File: src/hdl/mte_pkg.sv
`timescale 1ns / 1ps
// ----------------------------------------------------------------------------
// mte_pkg
// Shared types and constants for the MIDI track event encoder.
// ----------------------------------------------------------------------------
package mte_pkg;

    // item kinds
    typedef enum logic [1:0] {
        KIND_BEGIN = 2'd0,
        KIND_ON    = 2'd1,
        KIND_OFF   = 2'd2,
        KIND_END   = 2'd3
    } t_kind;

    // configuration register indexes
    localparam logic CFG_TEMPO   = 1'b0;
    localparam logic CFG_PROGRAM = 1'b1;

    localparam int CFG_DATA_W = 24;

    localparam logic [23:0] TEMPO_RESET   = 24'd500000;
    localparam logic [6:0]  PROGRAM_RESET = 7'd4;

    // queue depth between front and back
    localparam int QUEUE_DEPTH_DEF = 2;

    // SMF byte codes
    localparam logic [7:0] B_ZERO       = 8'h00;
    localparam logic [7:0] B_META       = 8'hff;
    localparam logic [7:0] B_META_TEMPO = 8'h51;
    localparam logic [7:0] B_TEMPO_LEN  = 8'h03;
    localparam logic [7:0] B_PROG_CH0   = 8'hc0;
    localparam logic [7:0] B_META_EOT   = 8'h2f;
    localparam logic [7:0] B_NOTE_ON    = 8'h90;
    localparam logic [7:0] B_NOTE_OFF   = 8'h80;
    localparam logic [7:0] B_VLQ_MORE   = 8'h80;
    localparam logic [6:0] DATA_MAX     = 7'h7f;

    // header of a begin item, emitted in nine bytes
    localparam logic [3:0] BEGIN_BYTES = 4'd9;
    localparam logic [3:0] END_BYTES   = 4'd4;
    localparam logic [3:0] NOTE_TAIL   = 4'd3;

    // classified item carried from the front to the back
    typedef struct packed {
        t_kind       kind;
        logic [31:0] tick;
        logic [6:0]  pitch;
        logic [6:0]  vel;
    } t_item;

    // back sequencer states
    typedef enum logic [1:0] {
        ST_IDLE = 2'b01,
        ST_EMIT = 2'b10
    } t_back_state;

endpackage

File: src/hdl/mte_front.sv
`timescale 1ns / 1ps
// ----------------------------------------------------------------------------
// mte_front
// Accepts input words, clamps pitch and velocity and pushes the item.
// ----------------------------------------------------------------------------
module mte_front (
    input  logic                 i_valid,
    input  logic                 i_full,
    input  logic [1:0]           i_kind,
    input  logic [31:0]          i_tick,
    input  logic signed [8:0]    i_pitch,
    input  logic signed [8:0]    i_velocity,
    output logic                 o_stall,
    output logic                 o_push,
    output mte_pkg::t_item       o_item
);
    import mte_pkg::*;

    t_kind      kind;
    logic [6:0] pitch_c;
    logic [6:0] vel_c;

    assign kind = t_kind'(i_kind);

    always_comb begin
        priority if (i_pitch < 9'sd0) begin
            pitch_c = 7'd0;
        end else if (i_pitch > 9'sd127) begin
            pitch_c = DATA_MAX;
        end else begin
            pitch_c = i_pitch[6:0];
        end
    end

    // note-off always sends velocity zero
    always_comb begin
        priority if (kind != KIND_ON) begin
            vel_c = 7'd0;
        end else if (i_velocity < 9'sd1) begin
            vel_c = 7'd1;
        end else if (i_velocity > 9'sd127) begin
            vel_c = DATA_MAX;
        end else begin
            vel_c = i_velocity[6:0];
        end
    end

    assign o_stall     = i_full;
    assign o_push      = i_valid && !i_full;
    assign o_item.kind  = kind;
    assign o_item.tick  = i_tick;
    assign o_item.pitch = pitch_c;
    assign o_item.vel   = vel_c;

endmodule

File: src/hdl/mte_fifo.sv
`timescale 1ns / 1ps
// ----------------------------------------------------------------------------
// mte_fifo
// Short item queue between the front and the back.
// ----------------------------------------------------------------------------
module mte_fifo #(
    parameter int DEPTH = mte_pkg::QUEUE_DEPTH_DEF
) (
    input  logic            i_clk,
    input  logic            i_rst_n,
    input  logic            i_push,
    input  mte_pkg::t_item  i_item,
    input  logic            i_pop,
    output logic            o_full,
    output logic            o_empty,
    output mte_pkg::t_item  o_item
);
    import mte_pkg::*;

    localparam int PTR_W = $clog2(DEPTH);
    localparam int CNT_W = $clog2(DEPTH + 1);

    t_item             r_mem [DEPTH];
    logic [PTR_W-1:0]  r_wr_ptr, n_wr_ptr;
    logic [PTR_W-1:0]  r_rd_ptr, n_rd_ptr;
    logic [CNT_W-1:0]  r_count,  n_count;

    assign o_full  = (r_count == CNT_W'(DEPTH));
    assign o_empty = (r_count == '0);
    assign o_item  = r_mem[r_rd_ptr];

    always_comb begin
        n_wr_ptr = r_wr_ptr;
        n_rd_ptr = r_rd_ptr;
        n_count  = r_count;
        if (i_push) begin
            n_wr_ptr = (r_wr_ptr == PTR_W'(DEPTH - 1)) ? '0 : r_wr_ptr + 1'b1;
        end
        if (i_pop) begin
            n_rd_ptr = (r_rd_ptr == PTR_W'(DEPTH - 1)) ? '0 : r_rd_ptr + 1'b1;
        end
        if (i_push && !i_pop) begin
            n_count = r_count + 1'b1;
        end else if (!i_push && i_pop) begin
            n_count = r_count - 1'b1;
        end
    end

    always_ff @(posedge i_clk) begin
        if (!i_rst_n) begin
            r_wr_ptr <= '0;
            r_rd_ptr <= '0;
            r_count  <= '0;
        end else begin
            r_wr_ptr <= n_wr_ptr;
            r_rd_ptr <= n_rd_ptr;
            r_count  <= n_count;
        end
    end

    always_ff @(posedge i_clk) begin
        if (i_push) begin
            r_mem[r_wr_ptr] <= i_item;
        end
    end

`ifndef ASSERT_OFF
    a_count_bound: assert property (@(posedge i_clk) disable iff (!i_rst_n)
        r_count <= CNT_W'(DEPTH))
        else $error("queue count above depth");

    a_pop_nonempty: assert property (@(posedge i_clk) disable iff (!i_rst_n)
        i_pop |-> r_count != '0)
        else $error("pop from empty queue");

    a_push_grows: assert property (@(posedge i_clk) disable iff (!i_rst_n)
        i_push && !i_pop |=> r_count == $past(r_count) + 1'b1)
        else $error("queue count did not grow on push");
`endif

endmodule

File: src/hdl/mte_back.sv
`timescale 1ns / 1ps
// ----------------------------------------------------------------------------
// mte_back
// Byte sequencer: takes one item, emits its bytes one per cycle if unstalled.
// ----------------------------------------------------------------------------
module mte_back (
    input  logic            i_clk,
    input  logic            i_rst_n,
    input  logic            i_empty,
    input  mte_pkg::t_item  i_item,
    output logic            o_pop,
    input  logic [23:0]     i_tempo,
    input  logic [6:0]      i_program,
    output logic            o_out_valid,
    input  logic            i_out_stall,
    output logic [7:0]      o_out_byte,
    output logic            o_last,
    output logic [31:0]     o_track_length
);
    import mte_pkg::*;

    t_back_state r_state, n_state;
    t_kind       r_kind;
    logic [6:0]  r_pitch, r_vel;
    logic [31:0] r_delta;
    logic [31:0] r_cursor;
    logic [31:0] r_count;
    logic        r_held_valid;
    logic [6:0]  r_held_byte;
    logic        r_pre;
    logic [3:0]  r_idx;
    logic        r_out_valid;
    logic [7:0]  r_out_byte;
    logic        r_out_last;
    logic [31:0] r_out_len;

    logic        pop, emit, out_free, is_last;
    logic [2:0]  vlq_len, grp;
    logic [3:0]  j, n_total;
    logic [7:0]  byte_sel;
    logic [6:0]  grp_bits;
    logic [31:0] count_inc;

    assign pop      = (r_state == ST_IDLE) && !i_empty;
    assign out_free = !r_out_valid || !i_out_stall;
    assign emit     = (r_state == ST_EMIT) && out_free;
    assign o_pop    = pop;

    // number of 7-bit groups of the delta
    always_comb begin
        priority if (r_delta[31:28] != '0) begin
            vlq_len = 3'd5;
        end else if (r_delta[27:21] != '0) begin
            vlq_len = 3'd4;
        end else if (r_delta[20:14] != '0) begin
            vlq_len = 3'd3;
        end else if (r_delta[13:7] != '0) begin
            vlq_len = 3'd2;
        end else begin
            vlq_len = 3'd1;
        end
    end

    assign j = r_idx - {3'b000, r_pre};

    always_comb begin
        unique case (r_kind)
            KIND_BEGIN: n_total = BEGIN_BYTES;
            KIND_END:   n_total = END_BYTES + {3'b000, r_pre};
            default:    n_total = NOTE_TAIL + {1'b0, vlq_len} + {3'b000, r_pre};
        endcase
    end

    assign is_last = (r_idx == n_total - 4'd1);

    // VLQ group, most significant first
    assign grp = vlq_len - 3'd1 - j[2:0];

    always_comb begin
        unique case (grp)
            3'd0:    grp_bits = r_delta[6:0];
            3'd1:    grp_bits = r_delta[13:7];
            3'd2:    grp_bits = r_delta[20:14];
            3'd3:    grp_bits = r_delta[27:21];
            default: grp_bits = {3'b000, r_delta[31:28]};
        endcase
    end

    always_comb begin
        byte_sel = B_ZERO;
        if (r_kind == KIND_BEGIN) begin
            unique case (r_idx)
                4'd1:    byte_sel = B_META;
                4'd2:    byte_sel = B_META_TEMPO;
                4'd3:    byte_sel = B_TEMPO_LEN;
                4'd4:    byte_sel = i_tempo[23:16];
                4'd5:    byte_sel = i_tempo[15:8];
                4'd6:    byte_sel = i_tempo[7:0];
                4'd8:    byte_sel = B_PROG_CH0;
                default: byte_sel = B_ZERO;
            endcase
        end else if (r_pre && r_idx == 4'd0) begin
            byte_sel = {1'b0, r_held_byte};
        end else if (r_kind == KIND_END) begin
            unique case (j)
                4'd1:    byte_sel = B_META;
                4'd2:    byte_sel = B_META_EOT;
                default: byte_sel = B_ZERO;
            endcase
        end else begin
            priority if (j < {1'b0, vlq_len}) begin
                byte_sel = {1'b0, grp_bits}
                         | ((j == {1'b0, vlq_len} - 4'd1) ? B_ZERO : B_VLQ_MORE);
            end else if (j == {1'b0, vlq_len}) begin
                byte_sel = (r_kind == KIND_ON) ? B_NOTE_ON : B_NOTE_OFF;
            end else if (j == {1'b0, vlq_len} + 4'd1) begin
                byte_sel = {1'b0, r_pitch};
            end else begin
                byte_sel = {1'b0, r_vel};
            end
        end
    end

    assign count_inc = (r_count == '1) ? r_count : r_count + 32'd1;

    always_comb begin
        n_state = r_state;
        unique case (r_state)
            ST_IDLE: if (pop) begin
                n_state = ST_EMIT;
            end
            ST_EMIT: if (emit && is_last) begin
                n_state = ST_IDLE;
            end
            default: n_state = ST_IDLE;
        endcase
    end

    always_ff @(posedge i_clk) begin
        if (!i_rst_n) begin
            r_state      <= ST_IDLE;
            r_cursor     <= '0;
            r_count      <= '0;
            r_held_valid <= 1'b0;
            r_idx        <= '0;
            r_out_valid  <= 1'b0;
        end else begin
            r_state <= n_state;
            if (pop) begin
                r_idx <= '0;
                if (i_item.kind == KIND_BEGIN) begin
                    r_cursor     <= '0;
                    r_count      <= '0;
                    r_held_valid <= 1'b1;
                end else begin
                    r_held_valid <= 1'b0;
                    if (i_item.kind != KIND_END) begin
                        r_cursor <= i_item.tick;
                    end
                end
            end else if (emit) begin
                r_idx   <= r_idx + 4'd1;
                r_count <= count_inc;
            end
            if (emit) begin
                r_out_valid <= 1'b1;
            end else if (!i_out_stall) begin
                r_out_valid <= 1'b0;
            end
        end
    end

    always_ff @(posedge i_clk) begin
        if (pop) begin
            r_kind  <= i_item.kind;
            r_pitch <= i_item.pitch;
            r_vel   <= i_item.vel;
            r_delta <= i_item.tick - r_cursor;
            r_pre   <= (i_item.kind != KIND_BEGIN) && r_held_valid;
            if (i_item.kind == KIND_BEGIN) begin
                r_held_byte <= i_program;
            end
        end
        if (emit) begin
            r_out_byte <= byte_sel;
            r_out_last <= is_last;
            r_out_len  <= count_inc;
        end
    end

    assign o_out_valid    = r_out_valid;
    assign o_out_byte     = r_out_byte;
    assign o_last         = r_out_last;
    assign o_track_length = r_out_len;

`ifndef ASSERT_OFF
    a_idx_bound: assert property (@(posedge i_clk) disable iff (!i_rst_n)
        r_state == ST_EMIT |-> r_idx < BEGIN_BYTES)
        else $error("byte index past nine");

    a_begin_holds: assert property (@(posedge i_clk) disable iff (!i_rst_n)
        pop && i_item.kind == KIND_BEGIN |=> r_held_valid && r_count == '0)
        else $error("begin did not hold program byte or clear count");

    a_last_idle: assert property (@(posedge i_clk) disable iff (!i_rst_n)
        emit && is_last |=> r_state == ST_IDLE && o_out_valid && o_last)
        else $error("last byte did not end the item");

    a_no_pop_busy: assert property (@(posedge i_clk) disable iff (!i_rst_n)
        r_state == ST_EMIT |-> !pop)
        else $error("pop while emitting");
`endif

endmodule

File: src/hdl/midi_track_event_encoder_core.sv
`timescale 1ns / 1ps
// ----------------------------------------------------------------------------
// midi_track_event_encoder_core
// Encodes begin / note-on / note-off / end items into SMF track body bytes.
// ----------------------------------------------------------------------------
// Input channel: i_in_valid / o_in_stall carry one item word (kind, tick,
//   pitch, velocity). o_in_stall is high only while the item queue is full.
// Output channel: o_out_valid / i_out_stall carry one byte word with its
//   last flag and the running track length. A word is taken on an edge with
//   o_out_valid high and i_out_stall low.
// Config: i_cfg_we writes i_cfg_data to register i_cfg_index (0 tempo,
//   1 program) at the edge; write only while the block is idle.
// With the back idle, an accepted item is first written into the queue, then
//   loaded by the back, and its first byte is then registered at the output.
// The back emits one byte per cycle unless the output stalls, and loads a new
//   item only when idle; items are begin 9, note 4..9 or end 4..5 bytes long.
// The front keeps taking items into the queue while the back is busy.
// Reset clears the cursor, byte count, held program byte and the queue; the
//   tempo and program registers return to 500000 and 4.
// When the receiver stalls, the output word holds and the sequencer waits;
//   the queue then fills and o_in_stall rises.
// ----------------------------------------------------------------------------
module midi_track_event_encoder_core #(
    parameter int QUEUE_DEPTH = mte_pkg::QUEUE_DEPTH_DEF
) (
    input  logic                           i_clk,
    input  logic                           i_rst_n,
    // item input
    input  logic                           i_in_valid,
    output logic                           o_in_stall,
    input  logic [1:0]                     i_kind,
    input  logic [31:0]                    i_tick,
    input  logic signed [8:0]              i_pitch,
    input  logic signed [8:0]              i_velocity,
    // byte output
    output logic                           o_out_valid,
    input  logic                           i_out_stall,
    output logic [7:0]                     o_out_byte,
    output logic                           o_last,
    output logic [31:0]                    o_track_length,
    // configuration
    input  logic                           i_cfg_we,
    input  logic                           i_cfg_index,
    input  logic [mte_pkg::CFG_DATA_W-1:0] i_cfg_data
);
    import mte_pkg::*;

    logic [23:0] r_tempo;
    logic [6:0]  r_program;

    // front to queue
    logic  push, full, empty, pop;
    t_item front_item, queue_item;

    // configuration registers
    always_ff @(posedge i_clk) begin
        if (!i_rst_n) begin
            r_tempo   <= TEMPO_RESET;
            r_program <= PROGRAM_RESET;
        end else if (i_cfg_we) begin
            unique case (i_cfg_index)
                CFG_TEMPO:   r_tempo   <= i_cfg_data[23:0];
                CFG_PROGRAM: r_program <= i_cfg_data[6:0];
                default:     r_tempo   <= r_tempo;
            endcase
        end
    end

    // front: handshake and clamping
    mte_front u_front (
        .i_valid    (i_in_valid),
        .i_full     (full),
        .i_kind     (i_kind),
        .i_tick     (i_tick),
        .i_pitch    (i_pitch),
        .i_velocity (i_velocity),
        .o_stall    (o_in_stall),
        .o_push     (push),
        .o_item     (front_item)
    );

    // decoupling queue
    mte_fifo #(
        .DEPTH (QUEUE_DEPTH)
    ) u_fifo (
        .i_clk   (i_clk),
        .i_rst_n (i_rst_n),
        .i_push  (push),
        .i_item  (front_item),
        .i_pop   (pop),
        .o_full  (full),
        .o_empty (empty),
        .o_item  (queue_item)
    );

    // back: delta, VLQ and byte sequencing
    mte_back u_back (
        .i_clk          (i_clk),
        .i_rst_n        (i_rst_n),
        .i_empty        (empty),
        .i_item         (queue_item),
        .o_pop          (pop),
        .i_tempo        (r_tempo),
        .i_program      (r_program),
        .o_out_valid    (o_out_valid),
        .i_out_stall    (i_out_stall),
        .o_out_byte     (o_out_byte),
        .o_last         (o_last),
        .o_track_length (o_track_length)
    );

endmodule
File: config.mk
export PLATFORM = sky130hd
export DESIGN_NAME = midi_track_event_encoder_core
export DESIGN_NICKNAME = d
export VERILOG_FILES = /design/src/hdl/mte_pkg.sv /design/src/hdl/mte_front.sv /design/src/hdl/mte_fifo.sv /design/src/hdl/mte_back.sv /design/src/hdl/midi_track_event_encoder_core.sv
export SDC_FILE = /design/constraint.sdc
export NUM_CORES = 1
export LEC_CHECK = 0
export ABC_AREA = 1
export BUFFER_PORTS_ARGS = -buffer_cell sky130_fd_sc_hd__buf_2
export CAP_MARGIN = 5
export CELL_PAD_IN_SITES_DETAIL_PLACEMENT = 0
export CELL_PAD_IN_SITES_GLOBAL_PLACEMENT = 1
export CORE_ASPECT_RATIO = 1.5
export CORE_UTILIZATION = 46
export CTS_BUF_LIST = sky130_fd_sc_hd__clkbuf_8 sky130_fd_sc_hd__clkbuf_16
export DETAILED_ROUTE_END_ITERATION = 16
export GPL_ROUTABILITY_DRIVEN = 0
export HOLD_SLACK_MARGIN = 0.05
export PLACE_DENSITY = 0.91
export SLEW_MARGIN = 10
export SYNTH_ARGS = -nofsm -noshare
export SYNTH_HDL_FRONTEND = slang
export SYNTH_SLANG_ARGS = --single-unit
File: constraint.sdc
create_clock -name i_clk -period 3.9 [get_ports i_clk]
set_input_delay 0.195 -clock i_clk [delete_from_list [all_inputs] [get_ports i_clk]]
set_output_delay 0.195 -clock i_clk [all_outputs]
set_load 0.1 [all_outputs]
# After elaboration in Yosys (flattened, before gate mapping)
# Memory sizes are Yosys's and may differ from the RTL's. A register that Yosys moved wholly into a read port is not among the register bits.
# Cells that the tools add are included.
# totals
register_bits,204
mem_bits_rw,96
inputBits,82
wordCells,149
n_memories,1
# memory_table
name,depth,width,read_ports,rd_clocked_by_memory_dff,write_ports,line,text
u_fifo.r_mem,2,48,1,1,1,mte_fifo.sv:23,t_item r_mem [DEPTH];
# classes
addsub,16
n_lt_le_gt_ge,5
eq_ne,28
muxes,41
bitwise_logic,3
n_reduce_logical,35
# op_table
operator,count
32-bit 2-to-1 mux,6
8-bit case mux with 7 select lines,1
8-bit 2-to-1 mux,6
7-bit 2-to-1 mux,6
"32-bit by 1-bit adder with 32-bit output, second input constant",1
"32-bit equality test, second input constant",1
32-bit subtractor,1
7-bit case mux with 4 select lines,1
7-bit nonzero test,3
"9-bit by 8-bit > comparator with 1-bit output, second input constant",2
8-bit case mux with 2 select lines,1
"4-bit by 2-bit equality test with 1-bit output, second input constant",3
"4-bit by 3-bit equality test with 1-bit output, second input constant",3
4-bit equality test,3
2-bit AND reduction,6
2-bit 2-to-1 mux,5
"9-bit by 1-bit less-than comparator with 1-bit output, second input constant",1
"9-bit by 2-bit less-than comparator with 1-bit output, second input constant",1
1-bit 2-to-1 mux,9
3-bit 2-to-1 mux,3
"4-bit by 1-bit equality test with 1-bit output, second input constant",2
1-bit logical AND,8
7-bit by 8-bit OR with 8-bit output,1
4-bit case mux with 2 select lines,1
other kinds (33),53

# Depth between registers and ports, before layout
# logic_depth
word_depth,14
depth_mapped,22
depth_no_buf,22

# Hierarchy
# A second synthesis with hierarchy kept.
# unflattened
hier_cells,1645
area_unflattened_um2,15363.5
# by_module_without_submodules
mod,n_inst,cells_each,area_each_um2,seq_area_each_um2
mte_back,1,1202,9904.5,4354.2
mte_fifo,1,184,3769.9,2982.9
midi_track_event_encoder_core,1,173,1224.9,620.6
mte_front,1,86,464.2,0.0

# Least setup slack after synthesis
# OpenSTA, ideal clock, no wires.
# synth_path
path_type,register to register
from,reg u_fifo.r_count[1]
to,mem u_fifo.r_mem[1][0] (netlist name) (enable)
setup_ps,455
arrival_time_ps,2556
slack_ps,889
stages_incl_launch_ff,4
n_path_buf,0
period_less_slack_ps,3011
cell_sequence,dfxtp_1 -> inv_1 -> o21ai_0 -> nor2_1
# synth_between
elab_chain_cells,5
# synth_lines
element,line,text
"start, declared",mte_fifo.sv:26,"logic [CNT_W-1:0] r_count, n_count;"
"start signal, assigned",mte_fifo.sv:57,r_count <= n_count;
2-bit equality test,mte_fifo.sv:28,assign o_full = (r_count == CNT_W'(DEPTH));
1-bit zero test,mte_front.sv:49,assign o_push = i_valid && !i_full;
1-bit logical AND,mte_front.sv:49,
1-bit 2-to-1 mux,mte_fifo.sv:62,if (i_push) begin
1-bit 2-to-1 mux (not written as such),mte_fifo.sv:63,r_mem[r_wr_ptr] <= i_item;
"end, declared",mte_fifo.sv:23,
# No other way between the ends.

# Worst setup path after layout
# layout_path
from,reg u_back.r_idx[0]
to,"reg u_back.r_out_byte[3], in the netlist u_back.o_out_byte[3] (data pin)"
# layout_between
elab_chain_cells,9
elab_cells_between_ends,30
classes_between,2 x add/sub; 1 x order compare; 14 x eq/ne; 9 x mux; 1 x bitwise; 3 x reduce/logical
# layout_lines
element,line,text
"start, declared",mte_back.sv:31,logic [3:0] r_idx;
"start signal, assigned",mte_back.sv:162,r_idx <= r_idx + 4'd1;
4-bit by 1-bit subtractor with 4-bit output,mte_back.sv:64,"assign j = r_idx - {3'b000, r_pre};"
3-bit subtractor,mte_back.sv:77,assign grp = vlq_len - 3'd1 - j[2:0];
"3-bit by 2-bit equality test with 1-bit output, or another cell as far along",mte_back.sv:80,unique case (grp)
7-bit case mux with 4 select lines,mte_back.sv:80,
7-bit by 8-bit OR with 8-bit output,mte_back.sv:113,"| ((j == {1'b0, vlq_len} - 4'd1) ? B_ZERO : B_VLQ_MORE);"
8-bit 2-to-1 mux,mte_back.sv:111,"priority if (j < {1'b0, vlq_len}) begin"
8-bit 2-to-1 mux,mte_back.sv:104,end else if (r_kind == KIND_END) begin
8-bit 2-to-1 mux,mte_back.sv:102,end else if (r_pre && r_idx == 4'd0) begin
8-bit 2-to-1 mux *,mte_back.sv:91,if (r_kind == KIND_BEGIN) begin
named net u_back.byte_sel[3],mte_back.sv:40,logic [7:0] byte_sel;
"end signal, assigned",mte_back.sv:185,r_out_byte <= byte_sel;
"end, declared",mte_back.sv:33,logic [7:0] r_out_byte;
# Mark *: on every way through the listed nets, which the timed path passes. The rest lies on a longest branch.
# A chain may end at the register's enable or synchronous reset.

==> summary.txt <==
Final layout
  • Final nets: approximately 2000
  • Finished Core Util: 0.553
  • Ant diodes: 0
  • Area Overhead vs Synth: 18.4%
  • Share of cells above drive strength 1: 0.134

Clock network
  • Max Root-Sink Buffers: 3
  • Hold buffer count at cts: 72
  • Post-CTS Setup Inserts: 0
  • Clock latency on the worst-skew pair: between 0.5 and 0.6 ns
  • Root Buffer: clkbuf_16
  • Clk sinks: 301
  • # resized after CTS: 0
  • Reg clk slew, reported paths: ~0.07 ns
  • CTS H-tree lvls: 1
  • Num CTS Buffers: 28
  • CTS tree: yes

Critical path
  • Worst Path Arrival: 3.65 ns
  • CP Launch Type: register
  • R2R cell count: 18
  • Register-to-register setup slack: roughly 0.55 ns
  • Worst path required time: between 4 and 5 ns
  • Worst setup path endpoint: u_back.o_out_byte[3]$_DFFE_PP_
  • Crit. Startpoint: u_back.r_idx[0]$_SDFFE_PP0P_
  • CP Class: reg2reg
  • Crit Reg-Reg Endpoint: u_back.o_out_byte[3]$_DFFE_PP_
  • Worst flop-to-flop path startpoint: u_back.r_idx[0]$_SDFFE_PP0P_
  • Crit path max fanout: 25
  • Crit end category: register

Floorplanning
  • Die area: roughly 33000 sq um
  • I/O pins: roughly 130
  • # rows: 80
  • Die height: between 200 and 250 um
  • Core ar.: roughly 32000 sq um
  • Starting Density: 0.467
  • Die W: 149 um

Global routing
  • First-pass GRT wire length: about 54000 um
  • Initial antenna violation count: 0
  • Vias in the first global route: ~11000
  • GRT overflow: 0
  • Largest net degree at the start of global routing: 52
  • GRT Total Usage: 0.207

Drt
  • Routed wire length: approximately 34000 um
  • DR vias: 11700
  • # DRC: 0
  • Vias per cell: approximately 5.1
  • Starting DRT DRC Count: 586
  • Post-DRT Antenna Nets: 0
  • DR pass1 iterations: 6
  • Drt wl/cell: ~15 um

Yosys
  • Post-synth EDFFs: 193
  • Yosys cell types: between 50 and 60
  • Synth Register Bits: ~300
  • Synthesized area per cell: 8.91 sq um
  • Ys async rst share: 0
  • Post-Syn Area: roughly 15000 sq um
  • Register area share after synthesis: 0.536
  • Cell count after synthesis: 1667
  • Ys Warns: 0
  • Syn Nets: between 1500 and 2000
  • Primary FF master, synth: edfxtp_1

STA
  • Slew Viols, Final: 0
  • Setup-violating endpoint count in the final report: 0
  • Min Tclk post-route: approximately 3.3 ns
  • Highest clock rate: roughly 0.30 GHz
  • TNS Setup: 0 ns
  • Rel. slew slack: 0.375
  • Slew at the pin with the worst max-slew slack: between 0.9 and 1 ns
  • Final period util: 0.859
  • RSZ-0062 raised after global routing: no
  • Worst Skew: roughly 0.0096 ns
  • Final hold vios: 0

Run
  • MaxCap Viol Count: 0

Status
  • Status: completed

Min path
  • Hold Crit Class: in2reg
  • Worst Hold Path Cells: 3

Power and ir drop
  • IR drop worst, VDD: just over 0.5 mV
  • Power per cell area: 773 nW/um^2
  • P_leak: around 7.1 nW

Placed design
  • Post-DP HPWL: between 20000 and 25000 um
  • IO buf count: 124
-- kinds of logic after synthesis --
family / synth area share
adder cells (fa/ha/maj): 0.0435
AO/OA/AOI/OAI: 0.0917
XOR/XNOR: 0.0424
flip-flops: 0.536
multiplexers: 0.00202
buffers and inverters: 0.0598
AND/OR/NAND/NOR: 0.225
-- flip-flops by register name, indices dropped and copies added, names as in the netlist, 4 cells and up, named ones only --
register               count
u_back.r_count            32
u_back.r_pitch             7
u_back.r_delta            32
r_program                  7
u_back.r_cursor           32
u_back.r_vel               7
u_back.r_held_byte         7
u_back.r_idx               4
u_back.o_track_length     32
u_back.o_out_byte          8
u_fifo.r_mem              96
r_tempo                   24
-- synthesized netlist by cell type, drive strengths merged, types with 2 or more instances --
| cell | count | area (sq um) |
|---|---|---|
| edfxtp | 193 | 5800 |
| nand3b | 2 | 15.0 |
| buf | 15 | 110 |
| xor2 | 43 | 392 |
| o21ai | 78 | 398 |
| ha | 50 | 626 |
| nor4 | 11 | 90.1 |
| or2 | 8 | 50.1 |
| a21oi | 111 | 578 |
| nand4 | 46 | 300 |
| dfxtp | 108 | 2160 |
| o211ai | 6 | 45.0 |
| xnor2 | 25 | 238 |
| inv | 170 | 643 |
| nor3 | 26 | 151 |
| o2111ai | 2 | 17.5 |
| mux2i | 3 | 30.0 |
| o21a | 4 | 30.0 |
| clkinv | 2 | 7.51 |
| clkbuf | 34 | 128 |
| a211oi | 2 | 20.0 |
| nand3 | 32 | 195 |
| nand2 | 448 | 1730 |
| nor2 | 203 | 793 |
| a31oi | 36 | 225 |
-- power breakdown --
part,leakage [nW],switching (mW),total [mW],internal [mW]
combinational,3.94,4.14,6.06,1.93
clock,0.493,1.20,2.91,1.71
sequential,2.63,0.245,4.62,4.37
-- metal layers --
| layer | wire length, um | GRT usage |
|---|---|---|
| met1 | 12700 | 0.211 |
| met2 | 18400 | 0.399 |
| met3 | 1260 | 0.0245 |
| met4 | 1680 | 0.112 |
| met5 | 0 | 0 |
-- layout make-up --
class / count / area, sq um
Fill cell: 2856 / 14200
Sequential cell: 301 / 7960
Multi-Input combinational cell: 1145 / 6030
Timing Repair Buffer: 210 / 1450
Clock buffer: 30 / 739
Inverter: 172 / 651
Tap cell: 410 / 513
Clock inverter: 22 / 250
-- layout by cell type, fill, tap and decap left out, types with 44 or more instances in the layout --
cell           count
edfxtp_1         193
ha_1              50
dlygate4sd3_1     72
nand4_1           44
nor2_1           194
buf_2            124
dfxtp_1          108
inv_1            157
o21ai_0           62
nand2_1          432
a21oi_1          105
-- worst max-delay path, stage by stage, from the launching register on --
cell,delay (ns)
dfxtp_1,0.38
inv_1,0.14
ha_1,0.27
ha_1,0.37
inv_1,0.11
ha_1,0.32
ha_1,0.20
inv_1,0.11
nand2_2,0.08
nand2_4,0.21
nand2_4,0.10
a21oi_1,0.16
nand4_1,0.11
nand2_1,0.09
nand2_1,0.05
nand2_1,0.06
nand2_1,0.11
nand2_1,0.12
nand2_1,0.07
-- worst min-delay path by stage --
stage | start | endpoint
after floorplan | i_tick[0] | u_fifo.r_mem[0][14]$_DFFE_PP_
after global placement | i_tick[13] | u_fifo.r_mem[1][27]$_DFFE_PP_
after detailed placement | i_tick[29] | u_fifo.r_mem[0][43]$_DFFE_PP_
after CTS | i_velocity[0] | u_fifo.r_mem[1][0]$_DFFE_PP_
after global routing | i_velocity[0] | u_fifo.r_mem[0][0]$_DFFE_PP_
final | i_velocity[1] | u_fifo.r_mem[0][1]$_DFFE_PP_
-- stage by stage --
stage               cells  hold WS, ns  power, mW  cell area (sq um)  setup WS [ns]
finish               2290       0.0600       13.6              17600          0.551
global route         2290       0.0786       14.5              17600          0.290
CTS                  2290       0.0569       13.6              17600          0.526
detailed placement   2166        0.386       10.6              15900          0.551
global placement     2166        0.383       10.5              15900          0.621
floorplan            1667        0.294       9.19              14900          0.889
(Power assumes the default switching activity.)
